<file path="src/design/ffc_pkg.sv">
package ffc_pkg;

    // Default queue depth
    localparam int unsigned DEPTH_DEFAULT = 128;

    localparam int unsigned VALUE_W = 32;
    localparam int unsigned OCC_W   = 8;

    // Operation codes
    typedef enum logic [1:0] {
        OP_PUSH   = 2'd0,
        OP_GET    = 2'd1,
        OP_CANCEL = 2'd2,
        OP_NOP    = 2'd3
    } op_t;

    // Result status codes
    typedef enum logic [1:0] {
        ST_OK        = 2'd0,
        ST_FULL      = 2'd1,
        ST_EMPTY     = 2'd2,
        ST_NOT_FOUND = 2'd3
    } status_t;

    // Sequencer states
    typedef enum logic [1:0] {
        S_IDLE,
        S_CMP,
        S_APPLY
    } state_t;

    // Control broadcast to every cell of the chain
    typedef struct packed {
        logic                      cmp_en;
        logic                      apply;
        logic                      op_push;
        logic                      op_cancel;
        logic signed [VALUE_W-1:0] data;
    } cell_ctrl_t;

endpackage

</file>
<file path="src/design/ffc_cell.sv">
module ffc_cell (
    input  logic                                  clk,
    input  logic                                  rst_n,
    input  ffc_pkg::cell_ctrl_t                   ctrl,
    input  logic signed [ffc_pkg::VALUE_W-1:0]    right_value,
    input  logic                                  right_valid,
    input  logic                                  left_valid,
    input  logic                                  kill_in,
    output logic                                  kill_out,
    output logic signed [ffc_pkg::VALUE_W-1:0]    cell_value,
    output logic                                  cell_valid
);
    import ffc_pkg::*;

    logic signed [VALUE_W-1:0] value_reg;
    logic                      valid_reg;
    logic                      match_reg;
    logic                      hit;
    logic                      shift;
    logic                      load;

    // Removal ripples: a cell shifts when it or an older cell was removed
    assign hit      = ctrl.op_cancel & match_reg;
    assign kill_out = kill_in | hit;
    assign shift    = ctrl.apply & kill_out;
    // Push lands in the first empty cell
    assign load     = ctrl.apply & ctrl.op_push & left_valid & ~valid_reg;

    // Valid and match flags
    always_ff @(posedge clk or negedge rst_n)
    begin
        if (!rst_n)
        begin
            valid_reg <= 1'b0;
            match_reg <= 1'b0;
        end
        else
        begin
            if (ctrl.cmp_en)
            begin
                match_reg <= valid_reg & (value_reg == ctrl.data);
            end
            if (shift)
            begin
                valid_reg <= right_valid;
            end
            else if (load)
            begin
                valid_reg <= 1'b1;
            end
        end
    end

    // Stored identifier
    always_ff @(posedge clk)
    begin
        if (shift)
        begin
            value_reg <= right_value;
        end
        else if (load)
        begin
            value_reg <= ctrl.data;
        end
    end

    assign cell_value = value_reg;
    assign cell_valid = valid_reg;

endmodule

</file>
<file path="config.mk">
export PLATFORM = sky130hd
export DESIGN_NAME = ffc_cell
export DESIGN_NICKNAME = d
export VERILOG_FILES = /design/src/design/ffc_pkg.sv /design/src/design/ffc_cell.sv
export SDC_FILE = /design/constraint.sdc
export NUM_CORES = 1
export LEC_CHECK = 0
export BUFFER_PORTS_ARGS = -buffer_cell sky130_fd_sc_hd__buf_2
export CORE_MARGIN = 3
export CORE_UTILIZATION = 35
export CTS_CLUSTER_SIZE = 10
export DETAILED_ROUTE_END_ITERATION = 7
export PLACE_DENSITY = 0.66
export SLEW_MARGIN = 15
export SYNTH_ARGS = -nofsm -noshare
export SYNTH_HDL_FRONTEND = slang
export SYNTH_SLANG_ARGS = --single-unit
</file>
<file path="constraint.sdc">
create_clock -name clk -period 1.5 [get_ports clk]
set_input_delay 0.075 -clock clk [delete_from_list [all_inputs] [get_ports clk]]
set_output_delay 0.075 -clock clk [all_outputs]
set_load 0.02 [all_outputs]
</file>
Word level (Yosys, flattened, before mapping)
Index checks and enable logic that the tools add are counted.
- add/sub/neg operators: 0
- multiply operators: 0
- div/mod/pow operators: 0
- order comparisons: 0
- equality and inequality tests: 1
- shifts and indexed selects: 0
- mux-type cells: 4
- bitwise operators: 8
- reduce and logical (&&, ||, !) cells: 1
- operator list (kind ; number):
    32-bit two-way mux ; 2
    32-bit == test ; 1
    1-bit AND ; 6
    1-bit two-way mux ; 2
    2-bit nonzero test ; 1
    1-bit NOT ; 1
    1-bit bitwise OR ; 1
- bits in registers: 34
- latch bits: 0
- bits in writable memories: 0
- bits in read-only memories: 0
- input bits: 73
- output and inout port bits: 34
- logic and storage cells: 17
- memories: 0

Longest topological paths before layout
Gate-level depths: netlist (run 1).
- word-level depth: 5
- mapped depth: 4

Least setup slack after synthesis (run 1)
No wires, ideal clock.
- path kind: register -> register
- start: register match_reg
- end: register value_reg[0], in the netlist cell_value[0], enable pin
- library setup time: 0.392 ns
- data arrival time: 1.412 ns
- data required time: 1.108 ns
- slack: -0.304 ns
- cell stages (with the launch flop): 3
- path through: dfrtp_1 a21o_1 o21a_1
- word-level cells in the longest chain between the ends: 4
- ends and longest elaborated chain (what ; line ; RTL):
    from (decl) ; ffc_cell.sv:17 ; logic match_reg;
    from (signal assigned) ; ffc_cell.sv:41 ; match_reg <= valid_reg & (value_reg == ctrl.data);
    1-bit AND ; ffc_cell.sv:23 ; assign hit = ctrl.op_cancel & match_reg;
    1-bit bitwise OR ; ffc_cell.sv:24 ; assign kill_out = kill_in | hit;
    named net kill_out ; ffc_cell.sv:9 ; output logic kill_out,
    1-bit AND ; ffc_cell.sv:25 ; assign shift = ctrl.apply & kill_out;
    2-bit nonzero test (no line) ; - ;
    to (signal assigned) ; ffc_cell.sv:59 ; value_reg <= right_value;
    to (signal assigned) ; ffc_cell.sv:63 ; value_reg <= ctrl.data;
    to (decl) ; ffc_cell.sv:15 ; logic signed [VALUE_W-1:0] value_reg;
The timed path passes the listed nets, and every way through them passes these cells.
A chain may end at the register's enable or synchronous reset.

Final worst setup path (run 1)
- start: register value_reg[26], in the netlist cell_value[26]
- end: register match_reg
- word-level cells in the longest chain between the ends: 2
- ends and longest elaborated chain (what ; line):
    32-bit == test ; ffc_cell.sv:41
    1-bit AND ; ffc_cell.sv:41
Every way passes these cells.

==> summary.md, run 1 <==
| Metric | Value |
|---|---|
| Syn avg cell area | between 10 and 15 um^2 |
| Status | completed |
| Crit-path max FO | 2 |
| Die width | 77.5 um |
| WHS Path Cells | 2 |
| Multiplexer share of the synthesized area | roughly a fifth |
| Routed length on met3 | between 400 and 500 um |
| Worst skew pair latency | approximately 0.28 ns |
| Largest family of logic cells by synthesized area | multiplexers |
| Setup Buffers After CTS | 0 |
| Critical Path Source | cell_value[26] |
| FMAX | between 600 and 700 MHz |
| Pin count of the biggest net entering global routing | 24 |
| Synth area leaders | edfxtp_1 54%, mux2_2 20%, xnor2_1 7.8% |
| Worst-Margin Slew | around 0.42 ns |
| Max-Cap Viols | 0 |
| Final Cycle Share | 99.0% |
| Placer Congestion | around 0.74 |
| Reg2Reg Depth | 4 |
| Die height | around 77 um |
| Syn Inst Count | 120 |
| Ant. Diodes | 0 |
| Largest register FFs | 32 |
| Total grt overflow | 0 |
| Final setup viols | 0 |
| Adder-Cell Fraction of Synth Area | 0% |
| Area leader, netlist | edfxtp_1 |
| CTS root buf | clkbuf_8 |
| First-pass GRT wire length | between 6 and 7 mm |
| Io pins | approximately 110 |
| Max Used Layer | met4 |
| Sequential fraction of the synthesis area | between 50 and 60% |
| H-tree depth | 2 |
| Vias in the first global route | 1418 |
| Worst path slowest cell | or4_4 |
| Crit-path cells | xnor2_1, nand4_1, or4_4, o31ai_2 |
| Share of the synthesized area in the top cell type | between 50 and 60% |
| CP startpoint kind | register |
| DRT antenna net count | 0 |
| Core area | roughly 4800 um^2 |
| Die ar. | between 6000 and 7000 um^2 |
| Post-Place Cells | 296 |
| Worst min path class | input pin to register |
| WL/cell | around 15 um |
| Final net count | between 300 and 400 |
| WL met1 | 2.00 mm |
| Fin crit period | roughly 1.5 ns |
| PortBufs | 106 |
| Met2 WL | approximately 2.1 mm |
| First drt pass iteration count | 4 |
| DRT iter0 DRCs | 28 |
| Layout cell share with drive strength beyond 1 | 66.5% |
| Critical Path AT | 1.68 ns |
| Crit Path Class | register to register |
| WL final | about 4.5 mm |
| RSZ-0062 raised after global routing | yes |
| Slew Viols, Final | 0 |
| Leak Pwr | about 1.2 nW |
| PwrDens | 859 nW/um^2 |
| Layout fillers | between 400 and 500 |
| Reg2Reg Launch Point | cell_value[26] |
| CP endpoint kind | register |
| Clock Tree Buf Depth | 2 |
| Initial Utilization | 37.1% |
| Total GRT Usage | approximately 14% |
| CTS buffer count | 5 |
| XOR/XNOR Fraction of Synth Area | between 15 and 20% |
| Clk_skew | slightly below 0.007 ns |
| Cell Rows | 25 |
| Post-DP HPWL | approximately 3.4 mm |
| Detailed-route DRC error count | 0 |
| Layout area overhead | 53.0% |
| Syn nets | between 150 and 200 |
| Worst VDD drop | about 480 uV |
| Via density | between 4 and 5 |
| Post-Synth Simple-Gate Area | under 10% |
| Vias | around 1400 |
| Tot Pwr | ~2.3 mW |
| Yosys reg bits | 34 |
| Headroom to the max-slew limit | a little under three quarters |
| Hold Fails Final Rpt | 0 |
| CTS clock-pin slew for the worst setup and hold paths | 0.07 ns |
| Required @ worst endpoint | 1.69 ns |
| Netlist cell types | 17 |
| Synthesized area | roughly 1800 um^2 |
| CTS tree | yes |
| Worst Min Path Start | right_valid |
| Slowest stage delay, CP | about 0.53 ns |
| Non-filler cells, final | slightly above 300 |
| Yosys warning count | 0 |
| Initial antenna violation count | 0 |
| Synth Area in Compound Gates | approximately 2% |
| Sink Count | 34 |
## final timing paths
kind / end / slack [ns]
setup / recovery: match_reg / 0.01
hold / removal: cell_valid / 0.03
setup reg to reg: match_reg / 0.01
hold reg to reg: match_reg / 0.53
max in group asynchronous: match_reg / 1.29
min in group asynchronous: cell_valid / 0.11
## cell families (layout without fill, tap and decap cells)
family                    count (synthesis)  in the layout
muxes                                    32             32
and+or+nand+nor                          15             15
AOI/OAI and AO/OA                         4              4
buffers and inverters                     3            125
DFF                                      34             34
xor gates and xnor gates                 32             32
## through the flow
stage | hold slack (ns) | setup WS [ns] | instance area, um^2 | setup TNS, ns | util (%)
2_1_floorplan | -0.221 | -0.0260 | 1810 | -0.0260 | -
3_3_place_gp | -0.139 | 0.00881 | 2460 | 0 | 51.0
3_5_place_dp | -0.138 | -0.0276 | 2460 | -0.0276 | 51.0
4_1_cts | 0.0227 | -0.00297 | 2560 | -0.00297 | 53.2
5_1_grt | 0.0299 | -0.0942 | 2740 | -0.327 | 56.8
6_report | 0.0311 | 0.0148 | 2740 | 0 | 56.8
## metal layers
metal  global-route usage [%]  vias up
met5                        0        -
met2                     22.5       76
met3                     6.26        4
met1                     17.4      648
li1                         -      695
met4                     2.67        0
## cell usage after synthesis
master / count
edfxtp_1: 32
dfrtp_1: 2
xor2_1: 16
xnor2_1: 16
buf_2: 3
nand2_1: 2
o31ai_2: 1
o21a_1: 1
nand2b_1: 1
o22a_1: 1
a21o_1: 1
nand4_1: 4
mux2_2: 32
nor4_1: 4
nand3_1: 2
or4_1: 1
nor2_1: 1
## final cells by class
type,instances,area (um^2),area share [%]
Sequential cell,34,1010,37.0
Multi-Input combinational cell,83,857,31.3
Timing Repair Buffer,117,692,25.3
Clock buffer,7,86.3,3.16
Tap cell,67,83.8,3.06
Clock inverter,1,5.00,0.183
## placed cells by master, fill, tap and decap left out, types with 3 or more instances in the layout
cell type | Yosys | routed
clkbuf_16 | 0 | 3
xor2_1 | 16 | 16
nand4_1 | 4 | 4
mux2_4 | 0 | 16
buf_4 | 0 | 4
xnor2_1 | 16 | 16
nor4_1 | 4 | 3
buf_2 | 3 | 106
mux2_2 | 32 | 16
edfxtp_1 | 32 | 32
clkbuf_8 | 0 | 6
## repair_timing
action | in CTS | in global routing
setup endpoints to repair | 1 | 33
gates cloned | 0 | 4
resized for setup | 1 | 21
pin swaps | 4 | 5
hold buffers | 1 | 0
endpoints found under the hold margin | 2 | 0
## report_power, final
part / switching, mW / internal [mW] / total [mW]
clock: 0.307 / 0.370 / 0.677
sequential: 0.0351 / 1.11 / 1.15
combinational: 0.245 / 0.280 / 0.525
## critical path, delay by kind of cell (launching register included)
| kind | cells | cell delay [ns] |
|---|---|---|
| and+or+nand+nor | 2 | 0.65 |
| DFF | 1 | 0.41 |
| xor gates and xnor gates | 1 | 0.17 |
| AOI/OAI and AO/OA | 1 | 0.17 |
(Power assumes the default switching activity.)
==> run 2: changes to the inputs <==
--- a/config.mk
+++ b/config.mk
@@ -5,12 +5,12 @@
 export SDC_FILE = /design/constraint.sdc
 export NUM_CORES = 1
 export LEC_CHECK = 0
-export BUFFER_PORTS_ARGS = -buffer_cell sky130_fd_sc_hd__buf_2
 export CORE_MARGIN = 3
 export CORE_UTILIZATION = 35
 export CTS_CLUSTER_SIZE = 10
 export DETAILED_ROUTE_END_ITERATION = 7
-export PLACE_DENSITY = 0.66
+export DONT_BUFFER_PORTS = 1
+export PLACE_DENSITY = 0.48
 export SLEW_MARGIN = 15
 export SYNTH_ARGS = -nofsm -noshare
 export SYNTH_HDL_FRONTEND = slang
==> constraint.sdc (replaced) <==
create_clock -name clk -period 1.5 [get_ports clk]
set_input_delay 0.15 -clock clk [delete_from_list [all_inputs] [get_ports clk]]
set_output_delay 0.15 -clock clk [all_outputs]
set_load 0.02 [all_outputs]
==> summary.md, run 2 (synthesized netlist as in run 1, its figures left out) <==
| Metric | Value |
|---|---|
| Worst Min Path Start | right_valid (unchanged) |
| CP startpoint kind | register (unchanged) |
| CTS buffer count | 5 (unchanged) |
| Pin count of the biggest net entering global routing | 22 (was 24) |
| Largest delay share family, worst path | simple AND/OR/NAND/NOR gates (unchanged) |
| Status | completed (unchanged) |
| Met2 WL | 2.17 mm (was 2.08 mm) |
| Layout area overhead | 32.9% (was 53.0%) |
| Worst-Margin Slew | 0.305 ns (was 0.416 ns) |
| DRT antenna net count | 0 (unchanged) |
| Required @ worst endpoint | 1.69 ns (about the same) |
| Hold Crit Endpoint | cell_valid (unchanged) |
| Die width | 77.5 um (unchanged) |
| CTS clock-pin slew for the worst setup and hold paths | 0.07 ns (about the same) |
| Sink Count | 34 (unchanged) |
| Reg2Reg Capture Point | match_reg (unchanged) |
| Final Cycle Share | 99.7% (was 99.0%) |
| Crit-path max FO | 2 (unchanged) |
| CTS root buf | clkbuf_8 (unchanged) |
| WL met1 | 1.69 mm (was 2.00 mm) |
| Critical Path AT | 1.69 ns (was 1.68 ns) |
| Setup Buffers After CTS | 0 (unchanged) |
| Initial Utilization | 37.1% (unchanged) |
| WHS Path Cells | 1 (was 2) |
| Routed length on met3 | 408 um (was 437 um) |
| Vias | 1160 (was 1423) |
| Vias in the first global route | 1305 (was 1418) |
| Max Used Layer | met4 (unchanged) |
| Die height | 77.5 um (unchanged) |
| Slowest stage delay, CP | 0.51 ns (was 0.53 ns) |
| Tot Pwr | 2.20 mW (was 2.35 mW) |
| First-pass GRT wire length | 6.50 mm (was 6.56 mm) |
| Headroom to the max-slew limit | 79.5% (was 72.0%) |
| PwrDens | 927 nW/um^2 (was 859 nW/um^2) |
| Core area | 4820 um^2 (unchanged) |
| PortBufs | 0 (was 106) |
| Worst VDD drop | 600 uV (was 479 uV) |
| Final core utilization | 49.3% (was 56.8%) |
| Detailed-route DRC error count | 0 (unchanged) |
| DRT iter0 DRCs | 63 (was 28) |
| Fin crit period | 1.50 ns (was 1.49 ns) |
| R2R Setup Slk | 0.004 ns (was 0.01 ns) |
| Clock Tree Buf Depth | 2 (unchanged) |
| H-tree depth | 2 (unchanged) |
| Ant. Diodes | 0 (unchanged) |
| Final setup viols | 0 (unchanged) |
| Worst min path class | input pin to register (unchanged) |
| Io pins | 107 (unchanged) |
| Leak Pwr | 0.873 nW (was 1.22 nW) |
| Initial antenna violation count | 0 (unchanged) |
| Commonest non-fill, non-tap cell in the layout | buf_4 (was buf_2) |
| Reg2Reg Launch Point | cell_value[17] (was cell_value[26]) |
| First drt pass iteration count | 4 (unchanged) |
| Crit-path cells | xnor2_1, nand4_1, or4_4, o31ai_2 (unchanged) |
| Worst skew pair latency | 0.28 ns (about the same) |
| Crit Path Class | register to register (unchanged) |
| CTS tree | yes (unchanged) |
| Largest register FFs | 32 (unchanged) |
| Max-Cap Viols | 0 (unchanged) |
| Layout cell share with drive strength beyond 1 | 51.2% (was 66.5%) |
| Non-filler cells, final | 233 (was 309) |
| WL/cell | 18.5 um (was 14.7 um) |
| Hold Fails Final Rpt | 0 (unchanged) |
| CP endpoint kind | register (unchanged) |
| FMAX | 669 MHz (was 673 MHz) |
| Cell Rows | 25 (unchanged) |
| Crit path buffers/inverters | 0 (unchanged) |
| Post-Place Cells | 222 (was 296) |
| Final net count | 238 (was 314) |
| Via density | 4.98 (was 4.61) |
| Die ar. | 6000 um^2 (unchanged) |
| Most frequent cells in the layout | 34 x buf_4, 32 x mux2_2, 32 x edfxtp_1 (was 106 x buf_2, 32 x edfxtp_1) |
| Total grt overflow | 0 (unchanged) |
| Critical Path Source | cell_value[17] (was cell_value[26]) |
| Clk_skew | 0.00342 ns (was 0.00688 ns) |
| Slew Viols, Final | 0 (unchanged) |
| Post-DP HPWL | 3.30 mm (was 3.41 mm) |
| Total GRT Usage | 14.0% (about the same) |
| Placer Congestion | 0.744 (about the same) |
| Worst path slowest cell | or4_4 (unchanged) |
| RSZ-0062 raised after global routing | yes (unchanged) |
| WL final | 4.31 mm (was 4.54 mm) |
| Reg2Reg Depth | 4 (unchanged) |
## run 2: cell types whose count changed in the layout (fill, tap and decap cells not counted)
cell / delta
clkbuf_16: -1
buf_12: +3
xnor2_1: -1
mux2_2: +16
xnor2_2: +1
buf_8: -1
clkinv_1: +1
buf_2: -106
mux2_4: -16
buf_6: -1
clkbuf_8: -1
buf_4: +30
## run 2: final cells by class
| class | count | area (um^2) |
|---|---|---|
| fill | 448 | 2440 |
| sequential | 34 | 1010 |
| multi-input combinational | 83 | 805 |
| timing repair buffer | 41 | 395 |
| tap | 67 | 83.8 |
| clock buffer | 6 | 72.6 |
| clock inverter | 2 | 8.76 |
## run 2: routing by layer
| layer | vias up | GRT usage [%] |
|---|---|---|
| met3 | 6 | 5.68 |
| met4 | 0 | 3.74 |
| met2 | 68 | 23.9 |
| met5 | - | 0 |
| met1 | 545 | 16.3 |
| li1 | 541 | - |
## run 2: worst max path at each step
stage                            to  cells past startpoint
after floorplan           match_reg                      4
after global placement    match_reg                      5
after detailed placement  match_reg                      5
after CTS                 match_reg                      4
after global routing      match_reg                      4
final                     match_reg                      4
## run 2: per-stage QoR
stage / setup WS [ns] / TNS (ns) / area (um^2) / hold WS [ns]
2_1_floorplan: -0.0260 / -0.0260 / 1810 / -0.146
3_3_place_gp: -0.0336 / -0.0336 / 2190 / -0.145
3_5_place_dp: -0.0339 / -0.177 / 2190 / -0.145
4_1_cts: -0.0376 / -0.0376 / 2300 / 0.00768
5_1_grt: -0.0881 / -0.0881 / 2380 / 0.00946
6_report: 0.00430 / 0 / 2380 / 0.0184
## run 2: report_power, final
| part | switching (mW) | internal, mW |
|---|---|---|
| clock network | 0.316 | 0.319 |
| logic | 0.189 | 0.225 |
| registers | 0.0411 | 1.11 |
| total | 0.546 | 1.66 |
## run 2: what timing repair did
action / 4_1_cts / 5_1_grt
gates cloned: 0 / 2
endpoints found under the setup margin: 13 / 12
pin swaps: 3 / 2
resized for setup: 4 / 4
hold endpoints to repair: 2 / 0
hold buffers: 1 / 0
==> run 3: changes to the inputs <==
--- a/config.mk
+++ b/config.mk
@@ -6,11 +6,11 @@
 export NUM_CORES = 1
 export LEC_CHECK = 0
 export CORE_MARGIN = 3
-export CORE_UTILIZATION = 35
+export CORE_UTILIZATION = 56
 export CTS_CLUSTER_SIZE = 10
 export DETAILED_ROUTE_END_ITERATION = 7
 export DONT_BUFFER_PORTS = 1
-export PLACE_DENSITY = 0.48
+export PLACE_DENSITY = 0.71
 export SLEW_MARGIN = 15
 export SYNTH_ARGS = -nofsm -noshare
 export SYNTH_HDL_FRONTEND = slang
==> summary.md, run 3 (synthesized netlist as in run 1, its figures left out) <==
| Metric | Value |
|---|---|
| CP startpoint kind | register (unchanged) |
| Placer Congestion | 0.747 (was 0.744) |
| WHS Path Cells | 1 (unchanged) |
| Reg2Reg Depth | 4 (unchanged) |
| Cell Rows | 19 (was 25) |
| Total grt overflow | 0 (unchanged) |
| Status | complete, but fails checks (was completed) |
| Die height | 62.5 um (was 77.5 um) |
| Detailed-route DRC error count | 0 (unchanged) |
| Fin crit period | 1.52 ns (was 1.50 ns) |
| CTS root buf | clkbuf_4 (was clkbuf_8) |
| DRT antenna net count | 0 (unchanged) |
| Crit Path Class | register to register (unchanged) |
| Io pins | 107 (unchanged) |
| H-tree depth | 2 (unchanged) |
| Layout cell share with drive strength beyond 1 | 50.3% (was 51.2%) |
| Total GRT Usage | 20.6% (was 14.0%) |
| Reg2Reg Capture Point | match_reg (unchanged) |
| Sink Count | 34 (unchanged) |
| Required @ worst endpoint | 1.74 ns (was 1.69 ns) |
| Final setup margin | -0.0170 ns (was 0.00430 ns) |
| Final Cycle Share | 101% (was 99.7%) |
| First-pass GRT wire length | 6.24 mm (was 6.50 mm) |
| PwrDens | 870 nW/um^2 (was 927 nW/um^2) |
| Initial Utilization | 61.6% (was 37.1%) |
| CP endpoint kind | register (unchanged) |
| Pin count of the biggest net entering global routing | 20 (was 22) |
| Hold Crit Endpoint | cell_value[23] (was cell_valid) |
| Clk_skew | 0.00727 ns (was 0.00342 ns) |
| Ant. Diodes | 0 (unchanged) |
| Largest register FFs | 32 (unchanged) |
| Via density | 5.60 (was 4.98) |
| RSZ-0062 raised after global routing | yes (unchanged) |
| Die width | 62.5 um (was 77.5 um) |
| Final core utilization | 80.4% (was 49.3%) |
| Die ar. | 3910 um^2 (was 6000 um^2) |
| Critical Path AT | 1.76 ns (was 1.69 ns) |
| CTS buffer count | 5 (unchanged) |
| Hold Fails Final Rpt | 0 (unchanged) |
| R2R Setup Slk | -0.02 ns (was 0.004 ns) |
| WL final | 3.94 mm (was 4.31 mm) |
| Commonest non-fill, non-tap cell in the layout | buf_4 (unchanged) |
| Final net count | 239 (was 238) |
| Post-DP HPWL | 3.01 mm (was 3.30 mm) |
| Most frequent cells in the layout | 33 x buf_4, 32 x mux2_2, 32 x edfxtp_1 (was 34 x buf_4, 32 x mux2_2, 32 x edfxtp_1) |
| Vias in the first global route | 1299 (was 1305) |
| Failing checks | negative setup slack |
| Headroom to the max-slew limit | 78.4% (was 79.5%) |
| Initial antenna violation count | 0 (unchanged) |
| Final setup viols | 1 (was 0) |
| FMAX | 659 MHz (was 669 MHz) |
| Leak Pwr | 0.867 nW (was 0.873 nW) |
| Layout fillers | 188 (was 448) |
| Reg2Reg Launch Point | cell_value[7] (was cell_value[17]) |
| Worst Min Path Start | right_value[23] (was right_valid) |
| Worst skew pair latency | 0.32 ns (was 0.28 ns) |
| Crit-path max FO | 2 (unchanged) |
| DRT iter0 DRCs | 62 (was 63) |
| Max-Cap Viols | 0 (unchanged) |
| Layout area overhead | 30.4% (was 32.9%) |
| Vias | 1171 (was 1160) |
| Worst-Margin Slew | 0.321 ns (was 0.305 ns) |
| Slew Viols, Final | 0 (unchanged) |
| Hold slack final | 0.0375 ns (was 0.0184 ns) |
| First drt pass iteration count | 4 (unchanged) |
| Clock Tree Buf Depth | 2 (unchanged) |
| CTS tree | yes (unchanged) |
| Worst VDD drop | 715 uV (was 600 uV) |
| Core area | 2900 um^2 (was 4820 um^2) |
| WL/cell | 18.9 um (was 18.5 um) |
| CTS clock-pin slew for the worst setup and hold paths | 0.10 ns (was 0.07 ns) |
| Worst min path class | input pin to register (unchanged) |
| PortBufs | 0 (unchanged) |
run 3: worst max-delay path by stage:
stage	slack [ns]	end	start
floorplan	-0.03	match_reg	cell_value[18]
global placement	0.01	match_reg	cell_value[18]
detailed placement	-0.04	match_reg	cell_value[18]
CTS	-0.03	match_reg	cell_value[18]
global route	-0.06	match_reg	cell_value[18]
finish	-0.02	match_reg	cell_value[7]
run 3: layout make-up:
class	instances	area [um^2]	share of cell area [%]
flip-flops and latches	34	1010	43.3
clock buffers	8	48.8	2.09
multi-input cells	83	812	34.8
well taps	42	52.6	2.25
repair buffers	42	408	17.5
run 3: repair_timing:
action,CTS,global route
hold buffers,3,0
cloned,0,2
resized for setup,4,2
setup endpoints to repair,5,16
buffers inserted,0,1
hold endpoints to repair,4,0
pin swaps,3,1
run 3: worst max-delay path: stages (launching register included):
cell and delay (ns):
edfxtp_1 0.44, xnor2_2 0.18, nand4_1 0.12, or4_4 0.52, o31ai_2 0.17
run 3: report_power, final:
group | total (mW) | switching [mW] | internal [mW]
sequential | 1.15 | 0.0426 | 1.11
combinational | 0.413 | 0.186 | 0.227
clock | 0.462 | 0.275 | 0.187
run 3: routing by layer:
layer,part of all wire [%],vias up,track usage (%)
li1,-,546,-
met1,34,548,20.1
met2,54,69,37.4
met3,10,8,9.17
met4,2.1,0,8.54
met5,0,-,0
run 3: through the flow:
stage          power, mW  area (um^2)  setup TNS [ns]  setup slack, ns  cells
2_1_floorplan       1.42         1810         -0.0260          -0.0260    120
3_3_place_gp        1.54         2160               0           0.0103    195
3_5_place_dp        1.56         2160         -0.0401          -0.0401    195
4_1_cts             2.03         2260         -0.0298          -0.0298    206
5_1_grt             2.13         2330          -0.170          -0.0630    209
6_report            2.03         2330         -0.0170          -0.0170    209
